<file path="config.mk">
export PLATFORM = sky130hd
export DESIGN_NAME = security_element_parser_top
export DESIGN_NICKNAME = d
export VERILOG_FILES = /design/src/sv/sep_pkg.sv /design/src/sv/sep_csr.sv /design/src/sv/sep_parse_core.sv /design/src/sv/sep_out_skid.sv /design/src/sv/security_element_parser_top.sv
export SDC_FILE = /design/constraint.sdc
export NUM_CORES = 1
export LEC_CHECK = 0
export CORE_MARGIN = 1.5
export CORE_UTILIZATION = 35
export CTS_BUF_LIST = sky130_fd_sc_hd__clkbuf_4 sky130_fd_sc_hd__clkbuf_8
export DETAILED_ROUTE_END_ITERATION = 8
export DONT_BUFFER_PORTS = 1
export PLACE_DENSITY = 0.57
export SLEW_MARGIN = 20
export SYNTH_ARGS = -nofsm -noshare
export SYNTH_HDL_FRONTEND = slang
export SYNTH_SLANG_ARGS = --single-unit
</file>
<file path="constraint.sdc">
create_clock -name clock -period 7.18 [get_ports clock]
set_input_delay 1.436 -clock clock [delete_from_list [all_inputs] [get_ports clock]]
set_output_delay 1.436 -clock clock [all_outputs]
set_load 0.01 [all_outputs]
</file>
<file path="src/sv/sep_pkg.sv">
`timescale 1ns / 1ps
// ----------------------------------------------------------------------------
// sep_pkg
// Types, constants and suite decoding shared by the security element parser.
// ----------------------------------------------------------------------------
package sep_pkg;

   localparam logic [8:0] POS_MAX  = 9'd511;
   localparam logic [6:0] SEEN_MAX = 7'd127;
   localparam logic [7:0] RSN_ID   = 8'd48;
   localparam logic [7:0] WPA_ID   = 8'd221;
   localparam logic [23:0] RSN_OUI = 24'h000FAC;
   localparam logic [23:0] WPA_OUI = 24'h0050F2;
   localparam logic [7:0] WPA_TAG [4] = '{8'h00, 8'h50, 8'hF2, 8'h01};

   localparam logic [2:0] ST_OK          = 3'd0;
   localparam logic [2:0] ST_BAD_ID_LEN  = 3'd1;
   localparam logic [2:0] ST_SHORT_HDR   = 3'd2;
   localparam logic [2:0] ST_BAD_VERSION = 3'd3;
   localparam logic [2:0] ST_SHORT_GROUP = 3'd4;
   localparam logic [2:0] ST_SHORT_COUNT = 3'd5;
   localparam logic [2:0] ST_BAD_COUNT   = 3'd6;

   localparam logic [7:0] SUITE_NONE   = 8'd0;
   localparam logic [7:0] SUITE_WEP40  = 8'd1;
   localparam logic [7:0] SUITE_TKIP   = 8'd2;
   localparam logic [7:0] SUITE_CCMP   = 8'd4;
   localparam logic [7:0] SUITE_WEP104 = 8'd5;

   localparam logic [4:0] CIPH_NONE   = 5'b00001;
   localparam logic [4:0] CIPH_WEP40  = 5'b00010;
   localparam logic [4:0] CIPH_WEP104 = 5'b00100;
   localparam logic [4:0] CIPH_TKIP   = 5'b01000;
   localparam logic [4:0] CIPH_CCMP   = 5'b10000;

   localparam logic CSR_MODE_SEL = 1'b0;

   typedef struct packed {
      logic [7:0] elem_byte;
      logic       last_byte;
   } req_word_type;

   typedef struct packed {
      logic [2:0] status;
      logic [4:0] group_cipher;
      logic [4:0] pairwise_mask;
   } rsp_word_type;

   function automatic logic [4:0] suite_decode(input logic [31:0] word, input logic mode);
      logic [4:0] bits;
      bits = 5'd0;
      if (word[31:8] == (mode ? WPA_OUI : RSN_OUI)) begin
         unique case (word[7:0])
            SUITE_NONE:   bits = CIPH_NONE;
            SUITE_WEP40:  bits = CIPH_WEP40;
            SUITE_WEP104: bits = CIPH_WEP104;
            SUITE_TKIP:   bits = CIPH_TKIP;
            SUITE_CCMP:   bits = CIPH_CCMP;
            default:      bits = 5'd0;
         endcase
      end
      return bits;
   endfunction

endpackage

</file>
<file path="src/sv/sep_csr.sv">
`timescale 1ns / 1ps
// ----------------------------------------------------------------------------
// sep_csr
// APB-style register port holding the RSN/WPA mode bit.
// ----------------------------------------------------------------------------
module sep_csr (
   input  logic        clock,
   input  logic        reset,
   input  logic        psel,
   input  logic        penable,
   input  logic        pwrite,
   input  logic [2:0]  paddr,
   input  logic [31:0] pwdata,
   output logic [31:0] prdata,
   output logic        pready,
   output logic        wpa_mode
);
   import sep_pkg::*;

   logic mode_ff;
   logic mode_in;
   logic wr_hit;

   assign pready = 1'b1;
   assign wr_hit = psel && penable && pwrite && pready && (paddr[2] == CSR_MODE_SEL);

   always_comb begin
      mode_in = mode_ff;
      if (wr_hit) begin
         mode_in = pwdata[0];
      end
   end

   always_ff @(posedge clock) begin
      if (reset) begin
         mode_ff <= 1'b0;
      end else begin
         mode_ff <= mode_in;
      end
   end

   // low address bits select bytes within the word and are not decoded
   assign prdata   = (paddr[2] == CSR_MODE_SEL) ? {31'd0, mode_ff} : 32'd0;
   assign wpa_mode = mode_ff;

endmodule

</file>
<file path="src/sv/sep_parse_core.sv">
`timescale 1ns / 1ps
// ----------------------------------------------------------------------------
// sep_parse_core
// Per-byte field tracking and end-of-element status evaluation.
// ----------------------------------------------------------------------------
module sep_parse_core (
   input  logic                  clock,
   input  logic                  reset,
   input  logic                  take,
   input  sep_pkg::req_word_type req_word,
   input  logic                  wpa_mode,
   output logic                  res_valid,
   output sep_pkg::rsp_word_type res_word
);
   import sep_pkg::*;

   logic [8:0]  pos_ff, pos_upd, pos_in;
   logic [7:0]  id_ff, id_upd, id_in;
   logic [7:0]  len_ff, len_upd, len_in;
   logic        oui_ff, oui_upd, oui_in;
   logic [15:0] ver_ff, ver_upd, ver_in;
   logic [4:0]  group_ff, group_upd, group_in;
   logic [15:0] count_ff, count_upd, count_in;
   logic [31:0] shift_ff, shift_upd, shift_in;
   logic [6:0]  seen_ff, seen_upd, seen_in;
   logic [4:0]  pair_ff, pair_upd, pair_in;

   logic [7:0]  v;
   logic [8:0]  body_idx;
   logic [8:0]  hdr;
   logic [8:0]  rel;
   logic [8:0]  left;
   logic [8:0]  tail;
   logic        bad_hdr;
   logic [2:0]  st;
   logic        emit;

   assign v   = req_word.elem_byte;
   assign hdr = wpa_mode ? 9'd4 : 9'd0;

   // field update for one byte
   always_comb begin
      pos_upd   = pos_ff;
      id_upd    = id_ff;
      len_upd   = len_ff;
      oui_upd   = oui_ff;
      ver_upd   = ver_ff;
      group_upd = group_ff;
      count_upd = count_ff;
      shift_upd = shift_ff;
      seen_upd  = seen_ff;
      pair_upd  = pair_ff;
      body_idx  = pos_ff - 9'd2;
      rel       = body_idx - hdr;
      if (pos_ff != POS_MAX) begin
         pos_upd = pos_ff + 9'd1;
         priority if (pos_ff == 9'd0) begin
            id_upd = v;
         end else if (pos_ff == 9'd1) begin
            len_upd = v;
         end else if (body_idx < hdr) begin
            if (body_idx == 9'd0) begin
               oui_upd = (v == WPA_TAG[0]);
            end else if (v != WPA_TAG[body_idx[1:0]]) begin
               oui_upd = 1'b0;
            end
         end else begin
            shift_upd = {shift_ff[23:0], v};
            priority if (rel == 9'd0) begin
               ver_upd = {8'd0, v};
            end else if (rel == 9'd1) begin
               ver_upd = ver_ff | {v, 8'd0};
            end else if (rel == 9'd5) begin
               group_upd = suite_decode(shift_upd, wpa_mode);
            end else if (rel == 9'd6) begin
               count_upd = {8'd0, v};
            end else if (rel == 9'd7) begin
               count_upd = count_ff | {v, 8'd0};
            end else if (rel >= 9'd8 && rel[1:0] == 2'd3) begin
               if ({9'd0, seen_ff} < count_ff) begin
                  pair_upd = pair_ff | suite_decode(shift_upd, wpa_mode);
               end
               if (seen_ff != SEEN_MAX) begin
                  seen_upd = seen_ff + 7'd1;
               end
            end else begin
               ver_upd = ver_ff;
            end
         end
      end
   end

   // end-of-element evaluation
   always_comb begin
      left    = (pos_upd >= 9'd2) ? (pos_upd - 9'd2) : 9'd0;
      tail    = left - (hdr + 9'd8);
      bad_hdr = (pos_upd < 9'd2) ||
                (id_upd != (wpa_mode ? WPA_ID : RSN_ID)) ||
                ({1'b0, pos_upd} < (10'd2 + {2'd0, len_upd}));
      priority if (bad_hdr) begin
         st = ST_BAD_ID_LEN;
      end else if (wpa_mode && left < 9'd4) begin
         st = ST_SHORT_HDR;
      end else if (wpa_mode && !oui_upd) begin
         st = ST_BAD_VERSION;
      end else if (left < hdr + 9'd2) begin
         st = ST_SHORT_HDR;
      end else if (ver_upd != 16'd1) begin
         st = ST_BAD_VERSION;
      end else if (left == hdr + 9'd2) begin
         st = ST_OK;
      end else if (left < hdr + 9'd6) begin
         st = ST_SHORT_GROUP;
      end else if (left == hdr + 9'd6) begin
         st = ST_OK;
      end else if (left < hdr + 9'd8) begin
         st = ST_SHORT_COUNT;
      end else if (count_upd == 16'd0 || {9'd0, tail} < {count_upd, 2'b00}) begin
         st = ST_BAD_COUNT;
      end else begin
         st = ST_OK;
      end
      // ciphers only on a full parse
      emit = (st == ST_OK) && !bad_hdr && (left >= hdr + 9'd8);
      res_word.status        = st;
      res_word.group_cipher  = emit ? group_upd : 5'd0;
      res_word.pairwise_mask = emit ? pair_upd : 5'd0;
   end

   assign res_valid = take && req_word.last_byte;

   // last byte returns the parser to its reset state
   always_comb begin
      pos_in   = pos_ff;
      id_in    = id_ff;
      len_in   = len_ff;
      oui_in   = oui_ff;
      ver_in   = ver_ff;
      group_in = group_ff;
      count_in = count_ff;
      shift_in = shift_ff;
      seen_in  = seen_ff;
      pair_in  = pair_ff;
      if (take) begin
         if (req_word.last_byte) begin
            pos_in   = 9'd0;
            id_in    = 8'd0;
            len_in   = 8'd0;
            oui_in   = 1'b0;
            ver_in   = 16'd0;
            group_in = 5'd0;
            count_in = 16'd0;
            shift_in = 32'd0;
            seen_in  = 7'd0;
            pair_in  = 5'd0;
         end else begin
            pos_in   = pos_upd;
            id_in    = id_upd;
            len_in   = len_upd;
            oui_in   = oui_upd;
            ver_in   = ver_upd;
            group_in = group_upd;
            count_in = count_upd;
            shift_in = shift_upd;
            seen_in  = seen_upd;
            pair_in  = pair_upd;
         end
      end
   end

   always_ff @(posedge clock) begin
      if (reset) begin
         pos_ff   <= 9'd0;
         id_ff    <= 8'd0;
         len_ff   <= 8'd0;
         oui_ff   <= 1'b0;
         ver_ff   <= 16'd0;
         group_ff <= 5'd0;
         count_ff <= 16'd0;
         shift_ff <= 32'd0;
         seen_ff  <= 7'd0;
         pair_ff  <= 5'd0;
      end else begin
         pos_ff   <= pos_in;
         id_ff    <= id_in;
         len_ff   <= len_in;
         oui_ff   <= oui_in;
         ver_ff   <= ver_in;
         group_ff <= group_in;
         count_ff <= count_in;
         shift_ff <= shift_in;
         seen_ff  <= seen_in;
         pair_ff  <= pair_in;
      end
   end

   a_last_clears: assert property (@(posedge clock) disable iff (reset)
      (take && req_word.last_byte) |=> (pos_ff == 9'd0 && pair_ff == 5'd0))
      else $error("parser state not cleared after last word");

   a_pos_saturates: assert property (@(posedge clock) disable iff (reset)
      (take && !req_word.last_byte && pos_ff == POS_MAX) |=> (pos_ff == POS_MAX))
      else $error("byte position wrapped");

   a_err_no_cipher: assert property (@(posedge clock) disable iff (reset)
      (res_valid && res_word.status != ST_OK) |->
         (res_word.group_cipher == 5'd0 && res_word.pairwise_mask == 5'd0))
      else $error("cipher bits on error status");

   a_seen_bounded: assert property (@(posedge clock) disable iff (reset)
      (seen_ff != 7'd0) |-> (pos_ff >= 9'd13))
      else $error("suite seen before any suite could complete");

endmodule

</file>
<file path="src/sv/sep_out_skid.sv">
`timescale 1ns / 1ps
// ----------------------------------------------------------------------------
// sep_out_skid
// Result register with a skid stage so the parser keeps taking words.
// ----------------------------------------------------------------------------
module sep_out_skid (
   input  logic                  clock,
   input  logic                  reset,
   input  logic                  in_valid,
   input  sep_pkg::rsp_word_type in_word,
   output logic                  in_ready,
   output logic                  out_valid,
   output sep_pkg::rsp_word_type out_word,
   input  logic                  out_ready
);
   import sep_pkg::*;

   logic         out_valid_ff, out_valid_in;
   rsp_word_type out_word_ff, out_word_in;
   logic         skid_valid_ff, skid_valid_in;
   rsp_word_type skid_word_ff, skid_word_in;
   logic         out_free;

   assign out_free = !out_valid_ff || out_ready;

   always_comb begin
      out_valid_in  = out_valid_ff;
      out_word_in   = out_word_ff;
      skid_valid_in = skid_valid_ff;
      skid_word_in  = skid_word_ff;
      if (out_free) begin
         out_valid_in  = skid_valid_ff || in_valid;
         out_word_in   = skid_valid_ff ? skid_word_ff : in_word;
         skid_valid_in = 1'b0;
      end else if (in_valid) begin
         skid_valid_in = 1'b1;
         skid_word_in  = in_word;
      end
   end

   always_ff @(posedge clock) begin
      if (reset) begin
         out_valid_ff  <= 1'b0;
         skid_valid_ff <= 1'b0;
      end else begin
         out_valid_ff  <= out_valid_in;
         skid_valid_ff <= skid_valid_in;
      end
      out_word_ff  <= out_word_in;
      skid_word_ff <= skid_word_in;
   end

   assign in_ready  = !skid_valid_ff;
   assign out_valid = out_valid_ff;
   assign out_word  = out_word_ff;

   a_skid_behind_out: assert property (@(posedge clock) disable iff (reset)
      skid_valid_ff |-> out_valid_ff)
      else $error("skid holds a word ahead of the output register");

   a_no_overrun: assert property (@(posedge clock) disable iff (reset)
      skid_valid_ff |-> !in_valid)
      else $error("word arrived while skid full");

   a_stall_to_skid: assert property (@(posedge clock) disable iff (reset)
      (out_valid_ff && !out_ready && in_valid) |=> skid_valid_ff)
      else $error("stalled word not captured in skid");

   a_drain_skid: assert property (@(posedge clock) disable iff (reset)
      (skid_valid_ff && out_ready) |=> (out_valid_ff && out_word_ff == $past(skid_word_ff)))
      else $error("skid word not moved to output");

endmodule

</file>
<file path="src/sv/security_element_parser_top.sv">
`timescale 1ns / 1ps
// ----------------------------------------------------------------------------
// security_element_parser_top
// RSN / WPA security information element parser, one element byte per word.
// ----------------------------------------------------------------------------
//  channel  direction  ports                          word
//  req      in         req_valid/req_ready/req_data   elem_byte, last_byte
//  rsp      out        rsp_valid/rsp_ready/rsp_data   status, group_cipher, pairwise_mask
//  csr      in/out     psel/penable/pwrite/paddr/...  wpa_mode at address 0
//
//  One req word per cycle while req_ready is high; the result of an element
//  is registered in the output buffer and shows on rsp from there.
//  The field update in the parse core handles each byte combinationally.
//  A two-entry output buffer (result register plus skid) sits before rsp;
//  req_ready drops only while both entries are full.
//  Synchronous reset clears the parser state, the mode bit and the buffer.
// ----------------------------------------------------------------------------
module security_element_parser_top (
   input  logic                  clock,
   input  logic                  reset,
   input  logic                  req_valid,
   output logic                  req_ready,
   input  sep_pkg::req_word_type req_data,
   output logic                  rsp_valid,
   input  logic                  rsp_ready,
   output sep_pkg::rsp_word_type rsp_data,
   input  logic                  psel,
   input  logic                  penable,
   input  logic                  pwrite,
   input  logic [2:0]            paddr,
   input  logic [31:0]           pwdata,
   output logic [31:0]           prdata,
   output logic                  pready
);
   import sep_pkg::*;

   logic         wpa_mode;
   logic         take;
   logic         res_valid;
   rsp_word_type res_word;
   logic         buf_ready;

   assign req_ready = buf_ready;
   assign take      = req_valid && buf_ready;

   sep_csr u_csr (
      .clock    (clock),
      .reset    (reset),
      .psel     (psel),
      .penable  (penable),
      .pwrite   (pwrite),
      .paddr    (paddr),
      .pwdata   (pwdata),
      .prdata   (prdata),
      .pready   (pready),
      .wpa_mode (wpa_mode)
   );

   sep_parse_core u_core (
      .clock     (clock),
      .reset     (reset),
      .take      (take),
      .req_word  (req_data),
      .wpa_mode  (wpa_mode),
      .res_valid (res_valid),
      .res_word  (res_word)
   );

   sep_out_skid u_out (
      .clock     (clock),
      .reset     (reset),
      .in_valid  (res_valid),
      .in_word   (res_word),
      .in_ready  (buf_ready),
      .out_valid (rsp_valid),
      .out_word  (rsp_data),
      .out_ready (rsp_ready)
   );

endmodule

</file>
==> After elaboration in Yosys (flattened, before gate mapping) <==
Index checks and enable logic that the tools add are counted.
{ "classes": {"addsub": 10, "magnitude_cmp": 13, "n_eq_ne": 26, "mux": 104, "bitwise": 6, "n_reduce_logical": 32} }
{ "op_table": {"columns": ["operator", "count"], "rows": [
  ["16-bit 2-to-1 mux", 17],
  ["5-bit 2-to-1 mux", 34],
  ["24-bit 2-to-1 mux", 5],
  ["7-bit 2-to-1 mux", 12],
  ["8-bit 2-to-1 mux", 10],
  ["9-bit < comparator", 4],
  ["3-bit 2-to-1 mux", 11],
  ["16-bit OR", 2],
  ["9-bit by 3-bit == test with 1-bit output (second input constant)", 3],
  ["9-bit zero test", 3],
  ["9-bit 2-to-1 mux", 3],
  ["5-bit one-hot mux with 5 select lines", 1],
  ["24-bit by 15-bit == test with 1-bit output", 1],
  ["9-bit by 1-bit == test with 1-bit output (second input constant)", 2],
  ["9-bit == test", 2],
  ["9-bit by 18-bit < comparator with 1-bit output", 1],
  ["9-bit by 2-bit subtractor with 9-bit output (second input constant)", 2],
  ["9-bit subtractor", 2],
  ["8-bit binary-select mux with 2-bit select", 1],
  ["8-bit by 3-bit == test with 1-bit output (second input constant)", 2],
  ["16-bit zero test", 1],
  ["7-bit by 16-bit < comparator with 1-bit output", 1],
  ["16-bit by 1-bit inequality test with 1-bit output (second input constant)", 1],
  ["2-bit inequality test (second input constant)", 8],
  ["other kinds (35)", 62]
]} }
{ "totals": {"ff_bits": 128, "in_bits": 51, "output_inout_bits": 48} }

==> Longest topological paths before layout <==
{ "depth": {"ltp_word": 29, "ltp_mapped": 30, "mapped_depth_nobuf": 26} }

==> Modules after synthesis <==
A second synthesis with hierarchy kept.
{ "hier_totals": {"hier_cells": 942, "area_unflattened_um2": 8236.6} }
{ "modules_own_cells": {"columns": ["module", "n_inst", "cells_per_inst", "area_each_um2", "seq_area_each_um2"], "rows": [
  ["sep_parse_core", 1, 851, 6861.6, 1981.9],
  ["sep_out_skid", 1, 50, 1059.8, 820.8],
  ["sep_csr", 1, 40, 309.0, 20.0],
  ["security_element_parser_top", 1, 1, 6.3, 0.0]
]} }

==> Worst setup path before layout <==
OpenSTA, ideal clock, no wires.
{ "synth_timing": {"path_kind": "register -> register", "start": "register u_core.pos_ff[0]", "end": "register u_out.skid_word_ff[0] (netlist name), data pin", "t_arrival_ns": 5.684, "required_ns": 6.911, "setup_slack_ns": 1.227, "stages_incl_launch_ff": 29, "path_buffers": 3, "period_less_slack_ns": 5.953, "path_cell_list": "dfxtp_1 -> clkbuf_1 -> inv_1 -> ha_1 -> o21ai_1 -> o21ai_1 -> inv_1 -> ha_1 -> nand4_1 -> nor4_1 -> clkbuf_1 -> nand2_1 -> clkbuf_1 -> nand2b_1 -> ha_1 -> inv_1 -> ha_1 -> o311ai_0 -> o211ai_1 -> ha_1 -> o21a_1 -> o21ai_0 -> a21oi_1 -> or2_2 -> a311o_1 -> nand3_2 -> o2111ai_1 -> a21oi_2 -> nor3_1"} }
{ "synth_rtl": {"columns": ["element", "line_no", "source"], "rows": [
  ["start: declaration", "sep_parse_core.sv:17", "logic [8:0] pos_ff, pos_upd, pos_in;"],
  ["start signal: assignment", "sep_parse_core.sv:184", "pos_ff <= pos_in;"],
  ["end signal: assignment", "sep_out_skid.sv:50", "skid_word_ff <= skid_word_in;"],
  ["end: declaration", "sep_out_skid.sv:21", "rsp_word_type skid_word_ff, skid_word_in;"]
]} }

==> run_results.csv <==
group,metric,value,unit
yosys,avgSynthCellArea,8.48,µm²
power_and_ir_drop,worst_ir_drop_vdd,0.000131,V
clocking,number_of_sinks_on_the_clock_net,128,
clocking,ctsResizeCount,0,
final_layout,nets,1056,
sta,timing_max_transition_violations_final,0,
sta,hold_viol_final,0,
clocking,clkSlewWorstSetupHoldPaths,0.09,ns
clocking,cts_buffer_depth,2,
setup_path,timing.critical_path.slowest_stage_cell,"dfxtp_1",
sta,final.setup.tns,0,ns
global_routing,gr-usage-all-layers,19.0,%
global_routing,number_of_global_route_vias_before_repair,6686,
detailed_routing,detailedRoute.firstPassIterationCount,6,
detailed_routing,vias,7310,
run_status,status,"complete, no violations",
final_layout,antennaDiodeCount,0,
setup_path,worst_setup_path_start_kind,"flip-flop",
detailed_routing,viasPerCell,5.62,
sta,clock_period_minus_final_worst_setup_slack,6.17,ns
final_layout,multiInputGateArea,5050,µm²
die,design.portCount,99,
clocking,post_cts_setup_buffer_count,0,
detailed_routing,detail_route.wirelength,23.2,mm
sta,setup_viol_count_final,0,
power_and_ir_drop,power.density,178,nW/µm²
clocking,htreeDepth,4,
yosys,mapped_cells,994,
sta,timing.slew.headroom,29.5,%
yosys,yosys_warnings,0,
yosys,syn-cell-area,8420,µm²
place,placement.cell_area,8510,µm²
yosys,synth.ff_latch_count,128,
global_routing,maximum_number_of_pins_on_one_net_before_global_route_repair,93,
setup_path,worstSetupPathType,"reg2reg",
die,die_w,158,µm
clocking,tritoncts.num_buffers,17,
detailed_routing,detail_route.wl_per_cell,17.9,µm
setup_path,crit_fanout,10,
sta,fin_crit_sh,85.9,%
place,finalWeightedCongestion,0.866,
yosys,synth-async-reset-ratio,0,%
global_routing,initial_antenna_violation_count,0,
place,numPortBuffers,0,
yosys,synth.distinct_cells,99,
die,die_span_y,158,µm
sta,worst_setup_skew_after_layout,0.0157,ns
die,row_count,56,
clocking,clkLatencyLatePin,0.46,ns
place,hpwl,16.4,mm
final_layout,area.sequential,2820,µm²
setup_path,cp_data_required_time,7.37,ns
detailed_routing,drc,0,
sta,rsz0062_at_grt,"false",
clocking,root_buffer,"clkbuf_8",
final_layout,most_common_cell_after_layout_fill_and_taps_aside,"nor2_1",
power_and_ir_drop,p_leak,0.00330,µW
die,floorplan.core_area,23500,µm²
sta,max_freq,162,MHz
clocking,cts_hold_repair.buffers,0,
die,die-area,25000,µm²
clocking,cts_tree,"done",
final_layout,layout.filler_cells,2467,
final_layout,finish.instance_area,8960,µm²
setup_path,critPathArrivalTime,6.36,ns
detailed_routing,first_iter_violations,588,
die,start_util,35.8,%
final_layout,area.growth.synth_to_final,6.33,%
setup_path,worst_path_most_repeated_cell,"ha_1",
sta,postLayoutSetupSlackWorst,1.01,ns
final_layout,layout_common_cells,"nor2_1 (144), dfxtp_1 (102), a22oi_1 (69), nand2_1 (53), a21oi_1 (47)",
yosys,synth_seq_area_share,33.5,%
final_layout,drive_gt1_share,9.67,%
sta,hold_ws,0.470,ns
min_path,hold_path.class,"reg2reg",
run,max-cap-violations,0,
setup_path,timing.critical_path.slowest_cell_delay,0.55,ns
yosys,synth_edf_count,26,
place,dpl_worst_slack,1.10,ns
detailed_routing,final_antenna_net_count,0,
global_routing,grt_pass1_wl,36.6,mm
global_routing,globalRoute.totalOverflow,0,
yosys,postSynth.topFlopCell,"dfxtp_1",
sta,worst-slew-pin-transition,1.05,ns
setup_path,worstSetupEndpointType,"flip-flop",
Yosys cell counts (all sizes together), types with 21 or more instances:
library cell / instances / area share (%)
dfxtp: 102 / 24
nor3: 47 / 3.0
a21oi: 50 / 3.2
nand2: 55 / 2.6
nand3: 27 / 1.8
edfxtp: 26 / 9.3
inv: 30 / 1.3
o21ai: 35 / 2.1
mux2i: 21 / 2.5
buf: 54 / 4.9
nor2: 144 / 6.4
ha: 36 / 5.3
clkbuf: 36 / 1.6
a22oi: 69 / 6.1
final cells by class:
class / instances / area share (%)
clock buffer: 18 / 2.70
clock inverter: 14 / 2.29
inverter: 31 / 1.30
multi-input combinational: 775 / 56.4
sequential: 128 / 31.5
tap: 319 / 4.46
timing repair buffer: 16 / 1.34
flip-flops by register name, summed over array words and instances, names as in the netlist, 5 cells and up:
signal              count
u_core.shift_ff        24
u_core.count_ff        16
u_core.ver_ff          16
u_out.out_word         13
u_out.skid_word_ff     13
u_core.pos_ff           9
u_core.id_ff            8
u_core.len_ff           8
u_core.seen_ff          7
u_core.group_ff         5
u_core.pair_ff          5
power breakdown:
part           internal [µW]  leakage (µW)  switching, µW  total [µW]
Clock                    389      0.000224            325         714
Combinational           42.0       0.00200           92.1         134
Sequential               738       0.00107           6.37         745
final timing paths:
path / startpoint / end / slack [ns] / depth (start not counted)
worst min-delay path: u_core.pair_ff[0] / u_core.pair_ff[0] / 0.47 / 2
worst max register to register: u_core.pos_ff[0] / u_out.skid_word_ff[9] / 1.01 / 25
worst max-delay path: u_core.pos_ff[0] / u_out.skid_word_ff[9] / 1.01 / 25
worst min register to register: u_core.pair_ff[0] / u_core.pair_ff[0] / 0.47 / 2
stage by stage:
step | power, µW | cells | utilization, %
floorplan | 888 | 1024 | -
global placement | 892 | 1269 | 36.2
detailed placement | 893 | 1269 | 36.2
CTS | 1610 | 1301 | 38.0
global route | 1660 | 1301 | 38.0
finish | 1590 | 1301 | 38.0
per-layer routing:
| metal | vias up | GRT usage, % | routed length [µm] | share of wire [%] |
|---|---|---|---|---|
| met4 | 0 | 4.58 | 244 | 1.0 |
| met3 | 23 | 4.38 | 1490 | 6.4 |
| met2 | 234 | 30.3 | 10500 | 45 |
| met5 | - | 0 | 0 | 0 |
| li1 | 3571 | - | - | - |
| met1 | 3482 | 25.8 | 11000 | 47 |
worst max-delay path, delay by kind of cell (launching register included):
| family | cells | cell delay [ns] |
|---|---|---|
| AO/OA/AOI/OAI | 10 | 2.56 |
| adder cells (fa/ha/maj) | 5 | 1.25 |
| buffers and inverters | 2 | 0.17 |
| flip-flops | 1 | 0.55 |
| AND/OR/NAND/NOR | 8 | 1.37 |
cell families (layout without fill, tap and decap cells):
| kind of cell | after synthesis | count (layout) | synth area share (%) |
|---|---|---|---|
| muxes | 26 | 26 | 3.34 |
| and+or+nand+nor | 410 | 410 | 26.4 |
| xor gates and xnor gates | 25 | 25 | 2.60 |
| AOI/OAI and AO/OA | 246 | 246 | 20.8 |
| DFF | 128 | 128 | 33.5 |
| other | 2 | 32 | 0.0891 |
| adders and majority gates | 36 | 36 | 5.35 |
| buffers and inverters | 121 | 79 | 7.86 |
Power figures use the tool's default switching activity.
